$ cat config.mk
export PLATFORM = sky130hd
export DESIGN_NAME = aat_pipe_ctrl
export DESIGN_NICKNAME = d
export VERILOG_FILES = /design/src/rtl/aat_pkg.sv /design/src/rtl/aat_pipe_ctrl.sv
export SDC_FILE = /design/constraint.sdc
export NUM_CORES = 1
export LEC_CHECK = 0
export BUFFER_PORTS_ARGS = -buffer_cell sky130_fd_sc_hd__buf_4
export CAP_MARGIN = 20
export CORE_AREA = 2 2 39 41
export DETAILED_ROUTE_END_ITERATION = 16
export DIE_AREA = 0 0 41 43
export PLACE_DENSITY = 0.36
export SYNTH_ARGS = -nofsm -noshare
export SYNTH_HDL_FRONTEND = slang
export SYNTH_SLANG_ARGS = --single-unit
$ cat constraint.sdc
create_clock -name clk_i -period 3.7 [get_ports clk_i]
set_clock_uncertainty 0.15 [all_clocks]
set_input_delay 0.74 -clock clk_i [delete_from_list [all_inputs] [get_ports clk_i]]
set_output_delay 0.74 -clock clk_i [all_outputs]
set_load 0.05 [all_outputs]
$ cat src/rtl/aat_pkg.sv
// ----------------------------------------------------------------------------
// aat_pkg
// Shared widths, register codes, control struct and the rounding function
// for the affine bounding box transform.
// ----------------------------------------------------------------------------
`default_nettype none

package aat_pkg;

  localparam int unsigned CoordW   = 32;
  localparam int unsigned CoefW    = 16;
  localparam int unsigned RowW     = 3 * CoefW;
  localparam int unsigned SumW     = CoordW + 1;
  localparam int unsigned MagW     = CoefW + 2;
  localparam int unsigned ProdAW   = CoefW + SumW;
  localparam int unsigned ProdBW   = MagW + SumW;
  localparam int unsigned AccW     = 56;
  localparam int unsigned FracDrop = 13;
  localparam int unsigned NumAxes  = 3;
  localparam int unsigned BoxW     = 2 * NumAxes * CoordW;
  localparam int unsigned NumStg   = 5;
  localparam int unsigned CfgIdxW  = 3;
  localparam int unsigned CfgDataW = RowW;

  localparam logic [CfgIdxW-1:0] RegRow0   = 3'd0;
  localparam logic [CfgIdxW-1:0] RegRow1   = 3'd1;
  localparam logic [CfgIdxW-1:0] RegRow2   = 3'd2;
  localparam logic [CfgIdxW-1:0] RegShiftX = 3'd3;
  localparam logic [CfgIdxW-1:0] RegShiftY = 3'd4;
  localparam logic [CfgIdxW-1:0] RegShiftZ = 3'd5;

  localparam logic [RowW-1:0] Row0Reset = 48'h0000_0000_1000;
  localparam logic [RowW-1:0] Row1Reset = 48'h0000_1000_0000;
  localparam logic [RowW-1:0] Row2Reset = 48'h1000_0000_0000;

  typedef struct packed {
    logic [NumStg-1:0] load;
  } ctrl_t;

  // drop fractional bits rounding half up, then clamp to 32 bits
  function automatic logic signed [CoordW-1:0] round_sat(input logic signed [AccW-1:0] v);
    logic signed [AccW-1:0]          r;
    logic signed [AccW-FracDrop-1:0] q;
    logic                            ovf;
    r   = v + AccW'(1 << (FracDrop - 1));
    q   = (AccW-FracDrop)'(r >>> FracDrop);
    ovf = (q[AccW-FracDrop-1:CoordW-1] != {(AccW-FracDrop-CoordW+1){q[CoordW-1]}});
    if (!ovf) begin
      round_sat = q[CoordW-1:0];
    end else if (q[AccW-FracDrop-1]) begin
      round_sat = {1'b1, {(CoordW-1){1'b0}}};
    end else begin
      round_sat = {1'b0, {(CoordW-1){1'b1}}};
    end
  endfunction

endpackage

`default_nettype wire

$ cat src/rtl/aat_pipe_ctrl.sv
// ----------------------------------------------------------------------------
// aat_pipe_ctrl
// Valid bits and per-stage load enables; a stage takes a new item when it
// is empty or its successor moves on, so bubbles close up under a stall.
// ----------------------------------------------------------------------------
`default_nettype none

module aat_pipe_ctrl (
  input  wire logic          clk_i,
  input  wire logic          rst_ni,
  input  wire logic          in_valid_i,
  output logic               in_ready_o,
  output logic               out_valid_o,
  input  wire logic          out_ready_i,
  output aat_pkg::ctrl_t     ctrl_o
);

  logic [aat_pkg::NumStg-1:0] valid_q;
  logic [aat_pkg::NumStg-1:0] valid_d;
  logic [aat_pkg::NumStg:0]   ready;

  always_comb begin
    ready[aat_pkg::NumStg] = out_ready_i;
    for (int k = aat_pkg::NumStg - 1; k >= 0; k--) begin
      ready[k] = !valid_q[k] || ready[k+1];
    end
  end

  always_comb begin
    valid_d = valid_q;
    if (ready[0]) begin
      valid_d[0] = in_valid_i;
    end
    for (int k = 1; k < aat_pkg::NumStg; k++) begin
      if (ready[k]) begin
        valid_d[k] = valid_q[k-1];
      end
    end
  end

  always_ff @(posedge clk_i or negedge rst_ni) begin
    if (!rst_ni) begin
      valid_q <= '0;
    end else begin
      valid_q <= valid_d;
    end
  end

  assign ctrl_o.load = ready[aat_pkg::NumStg-1:0];
  assign in_ready_o  = ready[0];
  assign out_valid_o = valid_q[aat_pkg::NumStg-1];

endmodule

`default_nettype wire

# --- After elaboration in Yosys (flattened, before gate mapping) ---
# Cells that the tools add are included.
op_classes:
  bitwise: 0
  div_mod_pow: 0
  mux: 0
  n_shift: 0
  addsub: 0
  n_eq_ne: 0
  order_cmp: 0
  n_reduce_logical: 10
  n_mul: 0
op_table:
  columns: ["operator", "n"]
  rows:
  - ["1-bit logical NOT", 5]
  - ["1-bit logical OR", 5]
totals:
  mem_bits_ro: 0
  latch_bits: 0
  n_memories: 0
  ram_bits: 0
  inputBits: 4
  register_bits: 5
  word_cells: 15

# --- Logic depth before layout (Yosys ltp) ---
# Gate-level depths: netlist of run 1.
depth:
  ltp_word: 6
  ltp_mapped: 4
  depth_no_buf: 2

# --- Least setup slack after synthesis of run 1 ---
# Ideal clock, no wire load.
synth_timing:
  path_type: "input-to-output"
  from: "input port out_ready_i"
  to: "output port ctrl_o[0] in the netlist's numbering"
  n_path_buf: 2
  setup_slack_ns: 0.938
  path_stages: 4
  t_arrival_ns: 1.872
  cell_sequence: "and4b_1 buf_6 nand3_1 buf_4"
synth_between:
  elab_chain_len: 5
synth_lines:
  columns: ["item", "line", "source"]
  rows:
  - ["from (decl)", "aat_pipe_ctrl.sv:14", "input wire logic out_ready_i,"]
  - ["1-bit logical OR (5 in a row)", "aat_pipe_ctrl.sv:25", "ready[k] = !valid_q[k] || ready[k+1];"]
  - ["to (decl)", "aat_pipe_ctrl.sv:15", "output aat_pkg::ctrl_t ctrl_o"]
# Every way passes these cells.

==> flow_summary.yaml, run 1 <==
yosys:
  synth_area_leader_cell: "dfrtp_1"
  synthTopCellsByCount: "5 x dfrtp_1, 3 x nand2b_1"
  yosys-top-cells-area: "dfrtp_1 58%, nand2b_1 8.7%, buf_6 5.2%"
  synth_edf_count: 0
  yosysUniqueCellTypes: 12
  muxShareOfSynthArea_pct: 0
  yosys.area_share.simple_pct: 23.8
  synth_ff_type: "dfrtp_1"
  synthAdderAreaFrac_pct: 0
  synthXorXnorAreaFrac_pct: 0
  syn_nets: 22
  yosys_warnings: 0
  synth_top_family_by_area: "simple AND/OR/NAND/NOR gates"
  synthCells: 18
  netlist_area_um2: 215
  synth_area_per_cell_um2: 12.0
  synth-compound-area-share_pct: 7.56
  seq_area_frac_synth_pct: 58.1
  ys_async_sr_fraction_pct: 100
  ys_ff_latch: 5
  yosysMostFrequentCell: "dfrtp_1"
  synth_top_area_share_pct: 58.1
placed_design:
  place.gp.congestion: 0.542
  place_area_um2: 292
  place_inst: 42
  portBuffers: 10
power:
  p_clk_share_pct: 33.8
  sequentialPowerShare_pct: 35.6
  switching_share_pct: 35.2
  p_leak_uw: 0.000143
  ir_drop_mv: 0.163
  power.density_nw_per_um2: 583
  p_switching_uw: 65.1
  p_int_uw: 120
  combPwrFrac_pct: 30.6
critical_path:
  worst_setup_path_end_kind: "output pin"
  critPathLaunchType: "primary input"
  worstPathArrival_ns: 1.54
  crit_start: "out_ready_i"
  path_max_fanout: 6
  worstReg2RegStart: "valid_q[3]$_DFFE_PN0P_"
  cp_data_required_time_ns: 2.81
  worst-setup-path-type: "in2out"
route:
  viasPerCell: 3.63
  routed_wl_um: 427
  drt_iter0_markers: 0
  wl_per_cell_um: 9.28
  drcViolationCount: 0
  vias: 167
  drt_first_pass_iters: 1
  ant_nets: 0
floorplan:
  die_w_um: 41
  core_um2: 1380
  dieArea_um2: 1760
  die_h_um: 43
  initial_core_util_pct: 15.6
  rows: 14
  io_pins: 11
timing:
  max_freq_mhz: 411
  tns_ns: 0
  slew_violations: 0
  setup_violations: 0
  relSlewSlack_pct: 85.9
  hold_viol_final: 0
  period_needed_ns: 2.43
  rsz0062_at_grt: "false"
  min_period_over_period_pct: 65.7
  worst_pin_slew_ns: 0.211
run:
  cap_violations: 0
global_routing:
  grt_pass1_wl_um: 669
  grt_start_max_net_pins: 7
  overflow: 0
  antenna_found_initial: 0
  grtUsageTotal_pct: 6.65
  grt_pass1_vias: 180
hold_path:
  hold_class: "in2async"
clocking:
  htreeDepth: 1
  clockBufferDepth: 2
  clock_sinks: 5
  cts_tree: "yes"
  path_clk_slew_ns: 0.04
  post_cts_buffers: 0
  ctsRootBufferMaster: "clkbuf_4"
  cts_resized: 0
  holdBufCountCts: 0
  numCtsBuffers: 3
  clkLatencyLatePin_ns: 0.24
layout:
  fin_area_um2: 318
  antenna_cells: 0
  reg.largest.list: "valid_q: 5 flops"
  final_cells: 46
  nets: 35
  drive_gt1_share_pct: 43.3
  largest_register: "valid_q"
  area_delta_synth_final_pct: 47.7
  largest_reg_flops: 5
run_status:
  status: "complete, no violations"
## placed cells by master (no fill, tap or decap), types with 3 or more instances in the layout
cell,Yosys,final
buf_4,1,10
dfrtp_1,5,5
nand2b_1,3,3
clkbuf_4,0,3
## per-stage QoR
step	setup slack (ns)	total power [µW]	utilization (%)	hold slack (ns)
6_report	1.27	185	23.0	0.142
3_3_place_gp	1.28	123	21.1	0.296
2_1_floorplan	0.938	110	-	0.276
3_5_place_dp	1.27	124	21.1	0.300
4_1_cts	1.26	192	23.0	0.128
5_1_grt	1.22	197	23.0	0.130
## critical path: stages
cell and delay (ns):
buf_4 0.11, and4b_1 0.35, nand3_1 0.13, buf_4 0.20
## worst paths after layout
kind / end / cells after the start / slack [ns]
min in group clk_i: valid_q[3]$_DFFE_PN0P_ / 1 / 0.31
max reg2reg: valid_q[0]$_DFFE_PN0P_ / 2 / 2.55
min: valid_q[3]$_DFFE_PN0P_ / 1 / 0.14
max: ctrl_o[0] / 4 / 1.27
min reg2reg: valid_q[3]$_DFFE_PN0P_ / 1 / 0.31
max in group asynchronous: valid_q[1]$_DFFE_PN0P_ / 1 / 3.15
## cells by family after synthesis
family	Yosys count
buffers and inverters	3
AOI/OAI and AO/OA	2
DFF	5
and+or+nand+nor	8
## final cells by class
cell class	count	area (µm²)
Multi-Input combinational cell	10	67.6
Inverter	1	3.75
Timing Repair Buffer	10	75.1
Fill cell	164	1070
Tap cell	16	20.0
Clock buffer	4	26.3
Sequential cell	5	125
## power by group through the flow
| stage | registers (µW) | logic, µW | clock network [µW] |
|---|---|---|---|
| 3_5_place_dp | 66.9 | 57.0 | 0 |
| 6_report | 66.0 | 56.7 | 62.5 |
| 4_1_cts | 66.0 | 57.4 | 68.5 |
| 5_1_grt | 67.0 | 60.1 | 70.2 |
| 3_3_place_gp | 66.6 | 56.9 | 0 |
| 2_1_floorplan | 69.0 | 40.5 | 0 |
## metal layers
metal	global-route usage, %	wire, µm	up-vias
li1	-	-	83
met1	6.51	198	73
met2	7.81	173	11
met3	4.71	54	0
met4	8.00	0	0
met5	0	0	-
Note: power is estimated with default switching activity, not from simulation.
==> run 2, diff against run 1 <==
clock period = 2.3 ns   (was 3.7 ns; I/O delays follow)
==> flow_summary.yaml, run 2 (same netlist as run 1, synthesis figures left out) <==
clocking:
  clock_sinks: 5
  clockBufferDepth: 2
  clkLatencyLatePin_ns: 0.24
  htreeDepth: 1
  path_clk_slew_ns: 0.04
  cts_resized: 0
  numCtsBuffers: 3
  ctsRootBufferMaster: "clkbuf_4"
  cts_tree: "yes"
timing:
  slew_violations: 0
  worst_pin_slew_ns: 0.229
  min_period_over_period_pct: 80.9
  rsz0062_at_grt: "false"
  max_freq_mhz: 537
  relSlewSlack_pct: 84.7
  period_needed_ns: 1.86
  tns_ns: 0
  setup_violations: 0
  hold_viol_final: 0
floorplan:
  die_w_um: 41
  io_pins: 11
  die_h_um: 43
  dieArea_um2: 1760
  initial_core_util_pct: 15.6
  core_um2: 1380
  rows: 14
layout:
  fillers: 149
  drive_gt1_share_pct: 45.2
  nets: 36
  reg.largest.list: "valid_q: 5 flops"
  layout_commonest_cell: "buf_4"
  largest_reg_flops: 5
  antenna_cells: 0
  largest_register: "valid_q"
  area_delta_synth_final_pct: 54.7
  final_cells: 47
  final_util_pct: 24.1
  final_cell_mix: "10 x buf_4, 5 x dfrtp_1, 3 x nand2b_1, 3 x clkbuf_4"
power:
  ir_drop_mv: 0.250
  total_power_uw: 299
  p_leak_uw: 0.000148
  power.density_nw_per_um2: 898
critical_path:
  cp_data_required_time_ns: 1.69
  path_max_fanout: 6
  worst-setup-path-type: "reg2out"
  crit_start: "valid_q[4]$_DFFE_PN0P_"
  worstReg2RegStart: "valid_q[4]$_DFFE_PN0P_"
  worst_setup_path_end_kind: "output pin"
  r2r_slack_ns: 1.14
  worstPathArrival_ns: 1.25
  critPathLaunchType: "flip-flop"
run_status:
  status: "complete, no violations"
hold_path:
  hold_class: "in2reg"
  min_from: "in_valid_i"
placed_design:
  place_inst: 42
  place.gp.congestion: 0.626
  portBuffers: 10
  dp_hpwl_um: 323
route:
  routed_wl_um: 404
  ant_nets: 0
  drt_first_pass_iters: 2
  viasPerCell: 3.66
  drcViolationCount: 0
  wl_per_cell_um: 8.60
  drt_iter0_markers: 3
  vias: 172
run:
  cap_violations: 0
global_routing:
  met1_usage_pct: 6.19
  met2_usage_pct: 7.19
  grt_use_met3_pct: 6.28
  grt_start_max_net_pins: 7
  grtUsageTotal_pct: 6.05
  overflow: 0
  grt_pass1_vias: 163
  grt_pass1_wl_um: 621
  antenna_found_initial: 0
  top_usage_layer: "met2"
run 2: cell count changes in the layout (fill, tap and decap cells not counted), sizes merged:
| cell | change |
|---|---|
| dlygate4sd3 | +1 |
run 2: repair_timing:
action	in CTS	in global routing
endpoints found under the hold margin	5	0
setup buffers	0	0
endpoints found under the setup margin	0	0
hold buffers	1	0
run 2: final cells by class:
class / count / area, µm² / area share [%]
inverters: 1 / 3.75 / 1.13
flip-flops and latches: 5 / 125 / 37.6
multi-input cells: 10 / 72.6 / 21.8
clock buffers: 4 / 26.3 / 7.89
repair buffers: 11 / 85.1 / 25.6
well taps: 16 / 20.0 / 6.02
run 2: worst max-delay path, stage by stage, from the launching register on:
cell and delay, ns:
dfrtp_1 0.38, and4b_1 0.33, nand3_2 0.11, buf_4 0.20
run 2: stage by stage:
stage | hold WS (ns) | setup WS (ns) | instance area (µm²)
3_5_place_dp | 0.116 | 0.422 | 297
5_1_grt | 0.250 | 0.373 | 333
4_1_cts | 0.257 | 0.413 | 333
3_3_place_gp | 0.115 | 0.435 | 297
6_report | 0.265 | 0.439 | 333
2_1_floorplan | 0.0144 | 0.100 | 220
run 2: final timing paths:
check | to | cells after the start
setup / recovery | in_ready_o | 3
hold / removal | valid_q[0]$_DFFE_PN0P_ | 2
setup reg to reg | valid_q[0]$_DFFE_PN0P_ | 2
hold reg to reg | valid_q[3]$_DFFE_PN0P_ | 1
max in group asynchronous | valid_q[0]$_DFFE_PN0P_ | 2
min in group asynchronous | valid_q[4]$_DFFE_PN0P_ | 2
run 2: power breakdown:
part | switching, µW | leakage [µW] | internal [µW]
registers | 8.00 | 0.0000526 | 98.5
clock network | 33.7 | 0.0000150 | 65.5
logic | 62.6 | 0.0000804 | 30.5
total | 104 | 0.000148 | 195
run 2: layer usage:
metal	wire length, µm	vias to the layer above
li1	-	84
met1	159	79
met2	188	9
met3	56	0
met4	0	0
met5	0	-
==> run 3, diff against run 2 <==
ABC_AREA = 1   (was default)
PLACE_DENSITY = 0.37   (was 0.36)
clock period = 1.6 ns   (was 2.3 ns; I/O delays follow)
==> flow_summary.yaml, run 3 <==
hold_path:
  hold_class: "in2reg"
run:
  cap_violations: 0
global_routing:
  grt_pass1_vias: 191
  antenna_found_initial: 0
  grt_start_max_net_pins: 6
  grtUsageTotal_pct: 6.85
  grt_pass1_wl_um: 731
  overflow: 0
yosys:
  yosysUniqueCellTypes: 7
  netlist_area_um2: 215
  muxShareOfSynthArea_pct: 0
  synthAdderAreaFrac_pct: 0
  yosys.area_share.simple_pct: 27.9
  synth-compound-area-share_pct: 0
  ys_async_sr_fraction_pct: 100
  synth_ff_type: "dfrtp_1"
  synthXorXnorAreaFrac_pct: 0
  yosys_warnings: 0
  synth_top_area_share_pct: 58.1
  synth_top_family_by_area: "simple AND/OR/NAND/NOR gates"
  synth_area_leader_cell: "dfrtp_1"
  syn_nets: 26
  synthTopCellsByCount: "6 x inv_1, 6 x nand2_1, 5 x dfrtp_1"
  seq_area_frac_synth_pct: 58.1
  synth_edf_count: 0
  synth_area_per_cell_um2: 9.78
  ys_ff_latch: 5
  yosys-top-cells-area: "dfrtp_1 58%, inv_1 10%, nand2_1 10%"
  synthCells: 22
critical_path:
  ff2ff_path_depth: 3
  worst-setup-path-type: "reg2out"
  r2r-end: "valid_q[2]$_DFFE_PN0P_"
  critPathLaunchType: "flip-flop"
  worstReg2RegStart: "valid_q[4]$_DFFE_PN0P_"
  crit_start: "valid_q[3]$_DFFE_PN0P_"
  cp_data_required_time_ns: 1.13
  worst_setup_path_end_kind: "output pin"
  path_max_fanout: 4
  r2r_slack_ns: 0.55
  worstPathArrival_ns: 1.15
  endpoint: "in_ready_o"
floorplan:
  dieArea_um2: 1760
  die_w_um: 41
  io_pins: 11
  die_h_um: 43
  core_um2: 1380
  initial_core_util_pct: 15.6
  rows: 14
clocking:
  cts_tree: "yes"
  clockBufferDepth: 2
  path_clk_slew_ns: 0.04
  clkLatencyLatePin_ns: 0.24
  htreeDepth: 1
  clock_sinks: 5
  numCtsBuffers: 3
  ctsRootBufferMaster: "clkbuf_4"
timing:
  rsz0062_at_grt: "true"
  holdWs_ns: 0.120
  worst_pin_slew_ns: 0.147
  max_freq_mhz: 618
  relSlewSlack_pct: 90.2
  min_period_over_period_pct: 101
  setup_ws_ns: -0.0191
  period_needed_ns: 1.62
  hold_viol_final: 0
  setup_violations: 2
  slew_violations: 0
layout:
  fin_area_um2: 363
  layout_commonest_cell: "buf_4"
  antenna_cells: 0
  drive_gt1_share_pct: 47.2
  fillers: 161
  largest_reg_flops: 5
  nets: 41
  reg.largest.list: "valid_q: 5 flops"
  largest_register: "valid_q"
  final_cells: 52
  area_delta_synth_final_pct: 68.6
  final_cell_mix: "8 x buf_4, 6 x inv_1, 6 x nand2_1"
run_status:
  violations: "setup timing"
  status: "complete, but fails checks"
route:
  wl_per_cell_um: 8.85
  ant_nets: 0
  routed_wl_um: 460
  drt_iter0_markers: 2
  viasPerCell: 3.62
  drcViolationCount: 0
  vias: 188
  drt_first_pass_iters: 2
placed_design:
  place_inst: 47
  dpl_worst_slack_ns: 0.0723
  dp_hpwl_um: 388
  place_area_um2: 319
  portBuffers: 10
  place.gp.congestion: 0.548
power:
  ir_drop_mv: 0.315
  p_leak_uw: 0.000183
  power.density_nw_per_um2: 1260
  total_power_uw: 458
==> run 3: cell types whose count changed after synthesis, moves of 2 or more <==
| cell | delta |
|---|---|
| nand2_1 | +5 |
| nand3_2 | +2 |
| nand2b_1 | -3 |
| inv_1 | +5 |
==> run 3: cell families (layout without fill, tap and decap cells) <==
kind of cell	after synthesis	count (layout)
flip-flops	5	5
AND/OR/NAND/NOR	10	10
buffers and inverters	7	21
==> run 3: repair_timing <==
action / 4_1_cts / 5_1_grt
cloned: 0 / 0
resized for setup: 1 / 1
setup endpoints to repair: 3 / 4
hold buffers: 1 / 0
pin swaps: 0 / 0
hold endpoints to repair: 5 / 0
buffers inserted: 0 / 0
==> run 3: how the worst min path moves through the flow <==
stage	startpoint	to	slack, ns	cells after the start
after floorplan	rst_ni	valid_q[0]$_DFFE_PN0P_	-0.13	0
after global placement	rst_ni	valid_q[3]$_DFFE_PN0P_	-0.03	1
after detailed placement	rst_ni	valid_q[3]$_DFFE_PN0P_	-0.02	1
after CTS	in_valid_i	valid_q[0]$_DFFE_PN0P_	0.11	3
after global routing	in_valid_i	valid_q[0]$_DFFE_PN0P_	0.12	3
final	in_valid_i	valid_q[0]$_DFFE_PN0P_	0.12	3
==> run 3: per-stage QoR <==
stage	setup TNS [ns]	utilization [%]
6_report	-0.0374	26.2
5_1_grt	-0.303	26.2
4_1_cts	-0.105	25.9
3_5_place_dp	0	23.1
3_3_place_gp	0	23.1
2_1_floorplan	-0.554	-
==> run 3: worst max-delay path, stage by stage, from the launching register on <==
cell and delay (ns):
dfrtp_1 0.38, nand3_4 0.10, nor2_4 0.14, nand3_4 0.09
buf_4 0.20
==> run 3: final cells by class <==
type / instances / area, µm² / share of cell area, %
clock buffers: 4 / 26.3 / 7.24
flip-flops and latches: 5 / 126 / 34.8
well taps: 16 / 20.0 / 5.52
repair buffers: 11 / 92.6 / 25.5
inverters: 6 / 22.5 / 6.21
multi-input cells: 10 / 75.1 / 20.7
==> run 3: power by group <==
| group | total, µW | switching (µW) | internal (µW) |
|---|---|---|---|
| clock | 143 | 49.2 | 94.1 |
| combinational | 159 | 107 | 51.4 |
| sequential | 156 | 13.5 | 142 |
| total | 458 | 170 | 288 |
==> run 3: routing by layer <==
| metal | track usage [%] | vias to the layer above | wire [µm] |
|---|---|---|---|
| li1 | - | 90 | - |
| met1 | 5.84 | 87 | 161 |
| met2 | 10.0 | 11 | 234 |
| met3 | 4.71 | 0 | 64 |
| met4 | 6.00 | 0 | 0 |
| met5 | 0 | - | 0 |
